### src/sv/prf_pkg.sv
// prf_pkg: shared types and codes for the policy ring FIFO.
// Used by prf_exec, policy_ring_fifo_top, prf_checker and tb_top; depends on nothing.
package prf_pkg;

	localparam int OP_W     = 3;
	localparam int STATUS_W = 3;
	localparam int CNT_W    = 32;
	localparam int TICK_W   = 32;
	localparam int CFG_IDX_W = 2;

	typedef logic [OP_W-1:0]      op_t;
	typedef logic [STATUS_W-1:0]  status_t;
	typedef logic [CNT_W-1:0]     cnt_t;
	typedef logic [TICK_W-1:0]    tick_t;
	typedef logic [1:0]           policy_t;
	typedef logic [CFG_IDX_W-1:0] cfg_idx_t;

	// operation codes
	localparam op_t OP_PUSH    = 3'd0;
	localparam op_t OP_POP     = 3'd1;
	localparam op_t OP_PEEK    = 3'd2;
	localparam op_t OP_CONSUME = 3'd3;
	localparam op_t OP_TICK    = 3'd4;
	localparam op_t OP_CLEAR   = 3'd5;

	// status codes
	localparam status_t ST_OK      = 3'd0;
	localparam status_t ST_EMPTY   = 3'd1;
	localparam status_t ST_DROPPED = 3'd2;
	localparam status_t ST_HELD    = 3'd3;
	localparam status_t ST_TIMEOUT = 3'd4;
	localparam status_t ST_BUSY    = 3'd5;

	// full policies
	localparam policy_t POL_DROP_NEW    = 2'd0;
	localparam policy_t POL_DROP_OLDEST = 2'd1;
	localparam policy_t POL_SPIN        = 2'd2;
	localparam policy_t POL_BLOCK       = 2'd3;

	// configuration register indexes
	localparam cfg_idx_t CFG_FULL_POLICY = 2'd0;
	localparam cfg_idx_t CFG_SPIN_TICKS  = 2'd1;
	localparam cfg_idx_t CFG_BLOCK_TICKS = 2'd2;

	localparam tick_t SPIN_DEFAULT  = 32'd1024;
	localparam tick_t BLOCK_DEFAULT = 32'd4096;

	typedef struct packed {
		policy_t policy;
		tick_t   spin_ticks;
		tick_t   block_ticks;
	} cfg_t;

	typedef struct packed {
		status_t status;
		logic    data_valid;
		logic    held_accepted;
		cnt_t    pushed;
		cnt_t    popped;
		cnt_t    dropped;
	} res_t;

endpackage

### src/sv/prf_exec.sv
// prf_exec: pointers, held push slot, statistics and the result register.
// Depends on prf_pkg; drives the write port of prf_mem.
module prf_exec #(
	parameter int DEPTH      = 256,
	parameter int DATA_WIDTH = 64,
	localparam int IDX_W     = $clog2(DEPTH),
	localparam int PTR_W     = IDX_W + 1
) (
	input  logic                  clk,
	input  logic                  arst_n,
	input  logic                  go_s1,
	input  prf_pkg::op_t          op_s1,
	input  logic [DATA_WIDTH-1:0] din_s1,
	input  logic [DATA_WIDTH-1:0] head_data,
	input  prf_pkg::cfg_t         cfg,
	output logic [IDX_W-1:0]      rd_idx,
	output logic                  mem_we,
	output logic [IDX_W-1:0]      mem_waddr,
	output logic [DATA_WIDTH-1:0] mem_wdata,
	output logic                  done_q,
	output prf_pkg::res_t         res_q,
	output logic [DATA_WIDTH-1:0] data_out_q,
	output logic [PTR_W-1:0]      occupancy_q
);

	logic [PTR_W-1:0]      rd_q, wr_q, rd_n, wr_n, lvl;
	logic                  held_valid_q, held_valid_n;
	logic [DATA_WIDTH-1:0] held_record_q;
	logic                  held_load;
	prf_pkg::tick_t        held_timer_q, held_timer_n, load_ticks;
	prf_pkg::cnt_t         pushed_q, popped_q, dropped_q;
	prf_pkg::cnt_t         pushed_n, popped_n, dropped_n;
	prf_pkg::status_t      status;
	logic                  dvalid, accepted, full, empty;
	logic [DATA_WIDTH-1:0] dout;

	assign lvl    = wr_q - rd_q;
	assign full   = (lvl == PTR_W'(DEPTH));
	assign empty  = (lvl == '0);
	assign rd_idx = rd_q[IDX_W-1:0];
	assign mem_waddr = wr_q[IDX_W-1:0];

	// zero register value falls back to the policy default
	always_comb begin
		load_ticks = (cfg.policy == prf_pkg::POL_SPIN) ? cfg.spin_ticks : cfg.block_ticks;
		if (load_ticks == '0) begin
			load_ticks = (cfg.policy == prf_pkg::POL_SPIN) ? prf_pkg::SPIN_DEFAULT
			                                               : prf_pkg::BLOCK_DEFAULT;
		end
	end

	always_comb begin
		rd_n         = rd_q;
		wr_n         = wr_q;
		held_valid_n = held_valid_q;
		held_timer_n = held_timer_q;
		held_load    = 1'b0;
		pushed_n     = pushed_q;
		popped_n     = popped_q;
		dropped_n    = dropped_q;
		status       = prf_pkg::ST_OK;
		dvalid       = 1'b0;
		accepted     = 1'b0;
		dout         = '0;
		mem_we       = 1'b0;
		mem_wdata    = din_s1;
		unique case (op_s1) inside
			prf_pkg::OP_PUSH: begin
				if (held_valid_q) begin
					status = prf_pkg::ST_BUSY;
				end else if (!full) begin
					mem_we   = 1'b1;
					wr_n     = wr_q + PTR_W'(1);
					pushed_n = pushed_q + prf_pkg::cnt_t'(1);
				end else if (cfg.policy == prf_pkg::POL_DROP_NEW) begin
					dropped_n = dropped_q + prf_pkg::cnt_t'(1);
					status    = prf_pkg::ST_DROPPED;
				end else if (cfg.policy == prf_pkg::POL_DROP_OLDEST) begin
					// head slot is the tail slot when full: overwrite it
					rd_n      = rd_q + PTR_W'(1);
					dropped_n = dropped_q + prf_pkg::cnt_t'(1);
					mem_we    = 1'b1;
					wr_n      = wr_q + PTR_W'(1);
					pushed_n  = pushed_q + prf_pkg::cnt_t'(1);
				end else begin
					held_valid_n = 1'b1;
					held_load    = 1'b1;
					held_timer_n = load_ticks;
					status       = prf_pkg::ST_HELD;
				end
			end
			prf_pkg::OP_POP, prf_pkg::OP_PEEK, prf_pkg::OP_CONSUME: begin
				if (empty) begin
					status = prf_pkg::ST_EMPTY;
				end else begin
					if (op_s1 != prf_pkg::OP_CONSUME) begin
						dout   = head_data;
						dvalid = 1'b1;
					end
					if (op_s1 != prf_pkg::OP_PEEK) begin
						rd_n     = rd_q + PTR_W'(1);
						popped_n = popped_q + prf_pkg::cnt_t'(1);
						if (held_valid_q) begin
							mem_we       = 1'b1;
							mem_wdata    = held_record_q;
							wr_n         = wr_q + PTR_W'(1);
							pushed_n     = pushed_q + prf_pkg::cnt_t'(1);
							held_valid_n = 1'b0;
							accepted     = 1'b1;
						end
					end
				end
			end
			prf_pkg::OP_TICK: begin
				if (held_valid_q) begin
					if (held_timer_q <= prf_pkg::tick_t'(1)) begin
						held_timer_n = '0;
						held_valid_n = 1'b0;
						dropped_n    = dropped_q + prf_pkg::cnt_t'(1);
						status       = prf_pkg::ST_TIMEOUT;
					end else begin
						held_timer_n = held_timer_q - prf_pkg::tick_t'(1);
						status       = prf_pkg::ST_HELD;
					end
				end
			end
			prf_pkg::OP_CLEAR: begin
				pushed_n  = '0;
				popped_n  = '0;
				dropped_n = '0;
			end
			default: begin
			end
		endcase
		if (!go_s1) begin
			mem_we = 1'b0;
		end
	end

	always_ff @(posedge clk or negedge arst_n) begin
		if (!arst_n) begin
			rd_q         <= '0;
			wr_q         <= '0;
			held_valid_q <= 1'b0;
			held_timer_q <= '0;
			pushed_q     <= '0;
			popped_q     <= '0;
			dropped_q    <= '0;
			done_q       <= 1'b0;
			res_q        <= '0;
			occupancy_q  <= '0;
		end else begin
			done_q <= go_s1;
			if (go_s1) begin
				rd_q         <= rd_n;
				wr_q         <= wr_n;
				held_valid_q <= held_valid_n;
				held_timer_q <= held_timer_n;
				pushed_q     <= pushed_n;
				popped_q     <= popped_n;
				dropped_q    <= dropped_n;
				res_q        <= '{status: status, data_valid: dvalid,
				                  held_accepted: accepted, pushed: pushed_n,
				                  popped: popped_n, dropped: dropped_n};
				occupancy_q  <= wr_n - rd_n;
			end
		end
	end

	always_ff @(posedge clk) begin
		if (go_s1) begin
			data_out_q <= dout;
			if (held_load) begin
				held_record_q <= din_s1;
			end
		end
	end

endmodule

### config.mk
export PLATFORM = sky130hd
export DESIGN_NAME = prf_exec
export DESIGN_NICKNAME = d
export VERILOG_FILES = /design/src/sv/prf_pkg.sv /design/src/sv/prf_exec.sv
export SDC_FILE = /design/constraint.sdc
export NUM_CORES = 1
export LEC_CHECK = 0
export BUFFER_PORTS_ARGS = -buffer_cell sky130_fd_sc_hd__buf_2
export CORE_MARGIN = 3
export CORE_UTILIZATION = 30
export DETAILED_ROUTE_END_ITERATION = 10
export RECOVER_POWER = 25
export SYNTH_ARGS = -nofsm -noshare
export SYNTH_HDL_FRONTEND = slang
export SYNTH_SLANG_ARGS = --single-unit
### constraint.sdc
create_clock -name clk -period 9.14 [get_ports clk]
set_clock_uncertainty 0.2 [all_clocks]
set_input_delay 0.914 -clock clk [delete_from_list [all_inputs] [get_ports clk]]
set_output_delay 0.914 -clock clk [all_outputs]
set_load 0.01 [all_outputs]
==> metrics.md, run 1 <==
| Metric | Value |
|---|---|
| Status | complete, but fails checks |
| Violated checks | max-capacitance violations, max-slew violations |
| WHS | 0.276 ns |
| Xor/xnor cell area share of the yosys netlist | 6.48% |
| DR WL/cell | 18.4 um |
| Vias in the first global route | 12395 |
| Total I/O pin count | 456 |
| Largest net degree at the start of global routing | 98 |
| Max IR drop VDD | 114 uV |
| GR Util All Layers | 17.1% |
| Leading post-synthesis cells by cell area | dfrtp_1 27%, edfxtp_1 25%, xnor2_1 5.0%, mux2_1 4.1%, nor2_1 4.1% |
| Post-synthesis cell count | 1472 |
| Number of synthesized flops with an enable pin | 128 |
| Final HPWL DP | 34.8 mm |
| Synth unique cells | 70 |
| Hold Buf Count CTS | 0 |
| Vias/cell | 4.93 |
| Final Setup Violations | 0 |
| Final ANT Viol Nets | 0 |
| Mapped Area | 15100 um^2 |
| Slew Viols, Final | 190 |
| Yosys warns | 0 |
| CTS tree | done |
| Initial drt markers | 893 |
| Top_reg_cell synth | dfrtp_1 |
| Register area share after synthesis | 52.2% |
| CP Class | register to register |
| Multiplexer share of the synthesized area | 6.41% |
| Core area | 49400 um^2 |
| Pwr per Cell Area | 203 nW/um^2 |
| Critical Path RT | 9.39 ns |
| Startpoint types | register |
| Starting Density | 30.7% |
| Final period utilization | 67.4% |
| Crit-path max FO | 11 |
| CTS H-tree depth | 2 |
| Final #Nets | 2109 |
| Routability Congestion | 0.891 |
| Die Wd | 231 um |
| Synth Area per Inst | 10.3 um^2 |
| Worst hold path type | register to register |
| TritonCTS buffer count | 35 |
| Final min period | 6.16 ns |
| Leakage | 8.36 nW |
| Post-CTS Setup Bufs | 0 |
| Clock Latency Late Sink | 0.53 ns |
| Commonest cells after routing, fill and taps aside | 417 x buf_2, 162 x nor2_1, 162 x dfrtp_1 |
| Crit. End Element | register |
| Total negative slack | 0 ns |
| Routed wire length | 47.3 mm |
| Clock Tree Buf Depth | 3 |
| Post-Synth Adder-Cell Area | 2.03% |
| Syn Nets | 1696 |
| Pre-antenna DRT Iters | 5 |
| Worst Tran Pin Value | 5.43 ns |
| Clock sink total | 290 |
| Layout cells sized above 1 | 27.1% |
| Die area | 53200 um^2 |
| Max Freq | 0.162 GHz |
| Asr flop ratio synth | 55.9% |
| Rel. slew slack | -262% |
| Most common cell after layout, fill and taps aside | buf_2 |
| Crit path arrival time | 6.41 ns |
| Die height | 231 um |
| Synthesized flop and latch total | 290 |
| Synth Area in Simple Gates | 20.2% |
| Post-CTS sizing | 0 |
| Clock root buffer | clkbuf_16 |
| I/O Buffers | 455 |
| Post-synth top area share | 26.8% |
| CTS clk-pin slew, worst paths | 0.05 ns |
| Final hold vios | 0 |
| Synth area leader | dfrtp_1 |
| GR Overflow Total | 0 |
| Drt drc | 0 |
| Maxcap violations | 3 |
| Antenna violations before repair | 6 |
| Area delta synth->final | 26.0% |
| Rows | 81 |
| First-pass GRT wire length | 72.5 mm |
| Combinational family with the most area after synthesis | simple AND/OR/NAND/NOR gates |
| RSZ-0062 raised after global routing | false |
| Via count | 12710 |
| Compound-Gate Fraction of Synth Area | 9.11% |
[metal layers]
| layer | share of wire, % | GRT usage (%) |
|---|---|---|
| met1 | 40 | 21.4 |
| met2 | 49 | 29.2 |
| met3 | 7.4 | 3.81 |
| met4 | 3.0 | 6.12 |
| met5 | 0.097 | 0 |
[cell type report]
class	count	area [um^2]
well taps	664	831
fillers	4919	30300
diodes	2	5.00
flip-flops and latches	290	7900
clock buffers	48	987
clock inverters	15	169
inverters	36	135
repair buffers	466	2310
multi-input cells	1056	6750
[power breakdown]
group / internal (mW) / switching (mW) / total, mW
Clock: 0.867 / 0.549 / 1.42
Combinational: 0.356 / 0.530 / 0.885
Sequential: 1.47 / 0.0965 / 1.57
Total: 2.69 / 1.17 / 3.87
[per-stage QoR]
step | setup slack (ns) | area (um^2) | power [mW] | cells | util, %
floorplan | 1.83 | 15100 | 2.16 | 1472 | -
global placement | 3.14 | 18000 | 2.46 | 2512 | 36.4
detailed placement | 3.02 | 18000 | 2.49 | 2512 | 36.4
CTS | 2.99 | 19100 | 3.93 | 2575 | 38.8
global route | 2.45 | 19100 | 4.10 | 2577 | 38.7
finish | 2.98 | 19100 | 3.87 | 2577 | 38.7
[state kept, by name, indices dropped and copies added, names as in the netlist]
signal / count
held_valid_q: 1
occupancy_q: 9
dropped_q: 32
held_timer_q: 32
pushed_q: 32
popped_q: 32
held_record_q: 64
wr_q: 9
rd_q: 9
data_out_q: 64
done_q: 1
res_q: 5
[critical path, cell delays in order (launching register included)]
cell      delay (ns)
dfrtp_1         0.44
inv_1           0.07
ha_1            0.29
nor2b_1         0.22
o211ai_1        0.12
a32oi_1         0.23
mux2_2          0.39
or4b_1          0.72
o21ai_1         0.66
or2_2           0.32
xnor2_1         0.09
ha_1            0.23
fa_1            0.42
nor2b_1         0.12
o21ai_0         0.10
a21boi_0        0.26
o21ai_0         0.14
a21oi_1         0.19
xor2_1          0.21
nor4_1          0.08
or4_1           0.49
nand3_1         0.10
[final timing paths]
path,cells past startpoint,slack (ns),to,startpoint
min in group asynchronous,1,2.17,dropped_q[17],arst_n
max in group asynchronous,1,3.51,popped_q[13],arst_n
worst max-delay path,21,2.98,occupancy_q[8],rd_q[1]
worst min register to register,1,0.28,occupancy_q[4],occupancy_q[4]
worst min-delay path,1,0.28,occupancy_q[4],occupancy_q[4]
worst max register to register,21,2.98,occupancy_q[8],rd_q[1]
[synthesized netlist by cell type, types with 11 or more instances]
library cell / instances
mux2i_1: 16
nand3_1: 42
clkbuf_1: 56
mux2_2: 17
nor2_1: 164
inv_1: 36
xnor2_1: 86
nor3_1: 45
dfrtp_1: 162
and2_1: 74
xor2_1: 26
buf_2: 11
nor4_1: 43
or3_1: 13
nand2_1: 116
buf_4: 16
nand4_1: 27
nor2b_1: 11
a21oi_1: 78
o21ai_1: 61
and3_1: 11
o21ai_0: 27
edfxtp_1: 128
mux2_1: 55
ha_1: 23
[cell families after synthesis]
family                     count (synthesis)
and+or+nand+nor                          599
DFF                                      290
AOI/OAI and AO/OA                        233
buffers and inverters                    126
xor gates and xnor gates                 112
muxes                                     88
adders and majority gates                 24
(Power assumes the default switching activity.)
==> run 2: changes to the inputs <==
==> constraint.sdc (replaced) <==
create_clock -name clk -period 5.59 [get_ports clk]
set_clock_uncertainty 0.2 [all_clocks]
set_input_delay 0.559 -clock clk [delete_from_list [all_inputs] [get_ports clk]]
set_output_delay 0.559 -clock clk [all_outputs]
set_load 0.01 [all_outputs]
==> run 2 against run 1 <==
The run still ends with max-capacitance violations, max-slew violations left. Critical path depth decreased by 1. Sequential share of layout area down 2.0 points. Die area is the same. Design area is 5.1% higher. Routed wire length up 3.6%. Worst setup slack got worse by 2.6 ns. Count of clock-buffer cells in the layout unchanged. Highest routed layer unchanged.
==> metrics.md, run 2 (same netlist as run 1, synthesis figures left out) <==
| Metric | Value |
|---|---|
| Status | complete, but fails checks |
| Violated checks | max-capacitance violations, max-slew violations |
| Final min period | 5.25 ns (-0.913 ns) |
| Max IR drop VDD | 203 uV (+78%) |
| CTS tree | done |
| Routability Congestion | 0.895 (+0.48%) |
| Initial drt markers | 853 (-4.5%) |
| Via count | 13162 (+3.6%) |
| Final HPWL DP | 35.1 mm (+0.89%) |
| Layout cells sized above 1 | 26.6% (-0.43 points) |
| Antenna violations before repair | 6 (unchanged) |
| R2R cell count | 20 (-4.8%) |
| I/O Buffers | 455 (unchanged) |
| Commonest cells after routing, fill and taps aside | 393 x buf_2, 162 x nor2_1, 162 x dfrtp_1 |
| Routed wire length | 49.0 mm (+3.6%) |
| Total power | 6.71 mW (+74%) |
| Crit path arrival time | 5.51 ns (-0.90 ns) |
| Clock Latency Late Sink | 0.54 ns (about the same) |
| GR Overflow Total | 0 (unchanged) |
| Crit-path max FO | 7 (-4) |
| Final #Nets | 2195 (+4.1%) |
| CTS clk-pin slew, worst paths | 0.06 ns (about the same) |
| Rows | 81 (unchanged) |
| Max Freq | 0.191 GHz (+17%) |
| Area delta synth->final | 32.4% |
| Utilization after layout | 40.6% (+2.0 points) |
| Die height | 231 um (unchanged) |
| Maxcap violations | 1 (-2) |
| Worst hold path type | input port to register |
| CTS H-tree depth | 2 (unchanged) |
| Final period utilization | 93.9% (+26 points) |
| Final Setup Violations | 0 (unchanged) |
| Drt drc | 0 (unchanged) |
| Startpoint types | register |
| First-pass GRT wire length | 75.2 mm (+3.7%) |
| Clock Tree Buf Depth | 3 (unchanged) |
| Clock root buffer | clkbuf_16 |
| Total I/O pin count | 456 (unchanged) |
| Final ANT Viol Nets | 0 (unchanged) |
| Worst Tran Pin Value | 3.82 ns (-1.62 ns) |
| WHS | 0.0709 ns (-0.205 ns) |
| TritonCTS buffer count | 36 (+2.9%) |
| Pwr per Cell Area | 335 nW/um^2 (+65%) |
| CP Class | register to register |
| Leakage | 8.76 nW (+4.8%) |
| Critical Path RT | 5.85 ns (-3.54 ns) |
| RSZ-0062 raised after global routing | false |
| Die area | 53200 um^2 (unchanged) |
| Final cell count without fillers | 2665 (+3.4%) |
| Largest net degree at the start of global routing | 91 (-7.1%) |
| Die Wd | 231 um (unchanged) |
| Rel. slew slack | -155% (+110 points) |
| Core area | 49400 um^2 (unchanged) |
| Vias in the first global route | 12925 (+4.3%) |
| Clock sink total | 290 (unchanged) |
| GR Util All Layers | 17.7% (+0.57 points) |
| DR WL/cell | 18.4 um (+0.16%) |
| Regs by FF count | data_out_q x64, held_record_q x64 |
| Post-placement cell count | 2533 (+0.84%) |
| Starting Density | 30.7% (unchanged) |
| Crit. End Element | register |
| Slew Viols, Final | 79 (-58%) |
| Most common cell after layout, fill and taps aside | buf_2 |
| Pre-antenna DRT Iters | 5 (unchanged) |
| Vias/cell | 4.94 (+0.14%) |
| Hold Path Stages | 1 (unchanged) |
| Total negative slack | 0 ns (unchanged) |
| Final hold vios | 0 (unchanged) |
| FILL cells | 4826 (-1.9%) |
==> run 2: changes by cell type in the layout (fill, tap and decap cells not counted), sizes merged <==
cell | before | now
dlygate4sd2 | 0 | 1
buf | 428 | 425
bufinv | 4 | 6
inv | 36 | 38
clkbuf | 86 | 109
clkinv | 10 | 8
dlygate4sd3 | 0 | 64
diode | 2 | 3
==> run 2: metrics by stage <==
stage	setup WS, ns	cell area, um^2
after floorplan	0.276	15100
after global placement	0.318	18100
after detailed placement	0.189	18100
after CTS	0.171	20100
after global routing	0.00713	20100
final	0.343	20100
==> run 2: worst paths after layout <==
path,start,end,slack [ns]
setup / recovery,wr_q[1],occupancy_q[8],0.34
hold / removal,din_s1[6],held_record_q[6],0.07
setup reg to reg,wr_q[1],occupancy_q[8],0.34
hold reg to reg,occupancy_q[4],occupancy_q[4],0.28
max in group asynchronous,arst_n,popped_q[6],0.91
min in group asynchronous,arst_n,dropped_q[7],1.88
==> run 2: critical path, stage by stage (launching register included) <==
cell and delay (ns):
dfrtp_1 0.39, ha_1 0.30, nor2b_2 0.18, o211ai_1 0.11
a32oi_1 0.23, mux2_2 0.40, or4b_4 0.53, o21ai_1 0.21
or2_2 0.25, xnor2_1 0.09, ha_1 0.23, fa_1 0.42
nor2b_1 0.12, o21ai_0 0.10, a21boi_1 0.20, o21ai_0 0.15
a21oi_2 0.21, xor2_1 0.21, nor4_1 0.09, or4_1 0.48
nand3_1 0.10
==> run 2: layer usage <==
| metal | routed length, um | vias to the layer above | GRT usage [%] | part of all wire (%) |
|---|---|---|---|---|
| met5 | 23 | - | 0 | 0.047 |
| met4 | 1680 | 4 | 6.53 | 3.4 |
| met3 | 3720 | 81 | 4.32 | 7.6 |
| met2 | 23400 | 508 | 29.8 | 48 |
| met1 | 20200 | 6324 | 22.1 | 41 |
| li1 | - | 6245 | - | - |
==> run 2: repair_timing <==
| item | 4_1_cts | 5_1_grt |
|---|---|---|
| buffers inserted | 0 | 0 |
| endpoints found under the setup margin | 0 | 1 |
| endpoints found under the hold margin | 139 | 0 |
| gates resized for setup | 0 | 8 |
| hold buffers | 64 | 0 |
==> run 2: layout make-up <==
type	instances	area (um^2)	share of cell area (%)
clock buffers	48	1060	5.29
clock inverters	17	249	1.24
diodes	3	7.51	0.0374
inverters	36	135	0.674
well taps	664	831	4.14
repair buffers	551	3090	15.4
multi-input cells	1056	6790	33.8
flip-flops and latches	290	7900	39.4
==> run 2: power by group <==
part / total (mW) / switching [mW] / internal (mW)
Clock: 2.56 / 0.945 / 1.62
Combinational: 1.62 / 0.950 / 0.674
Sequential: 2.53 / 0.128 / 2.40
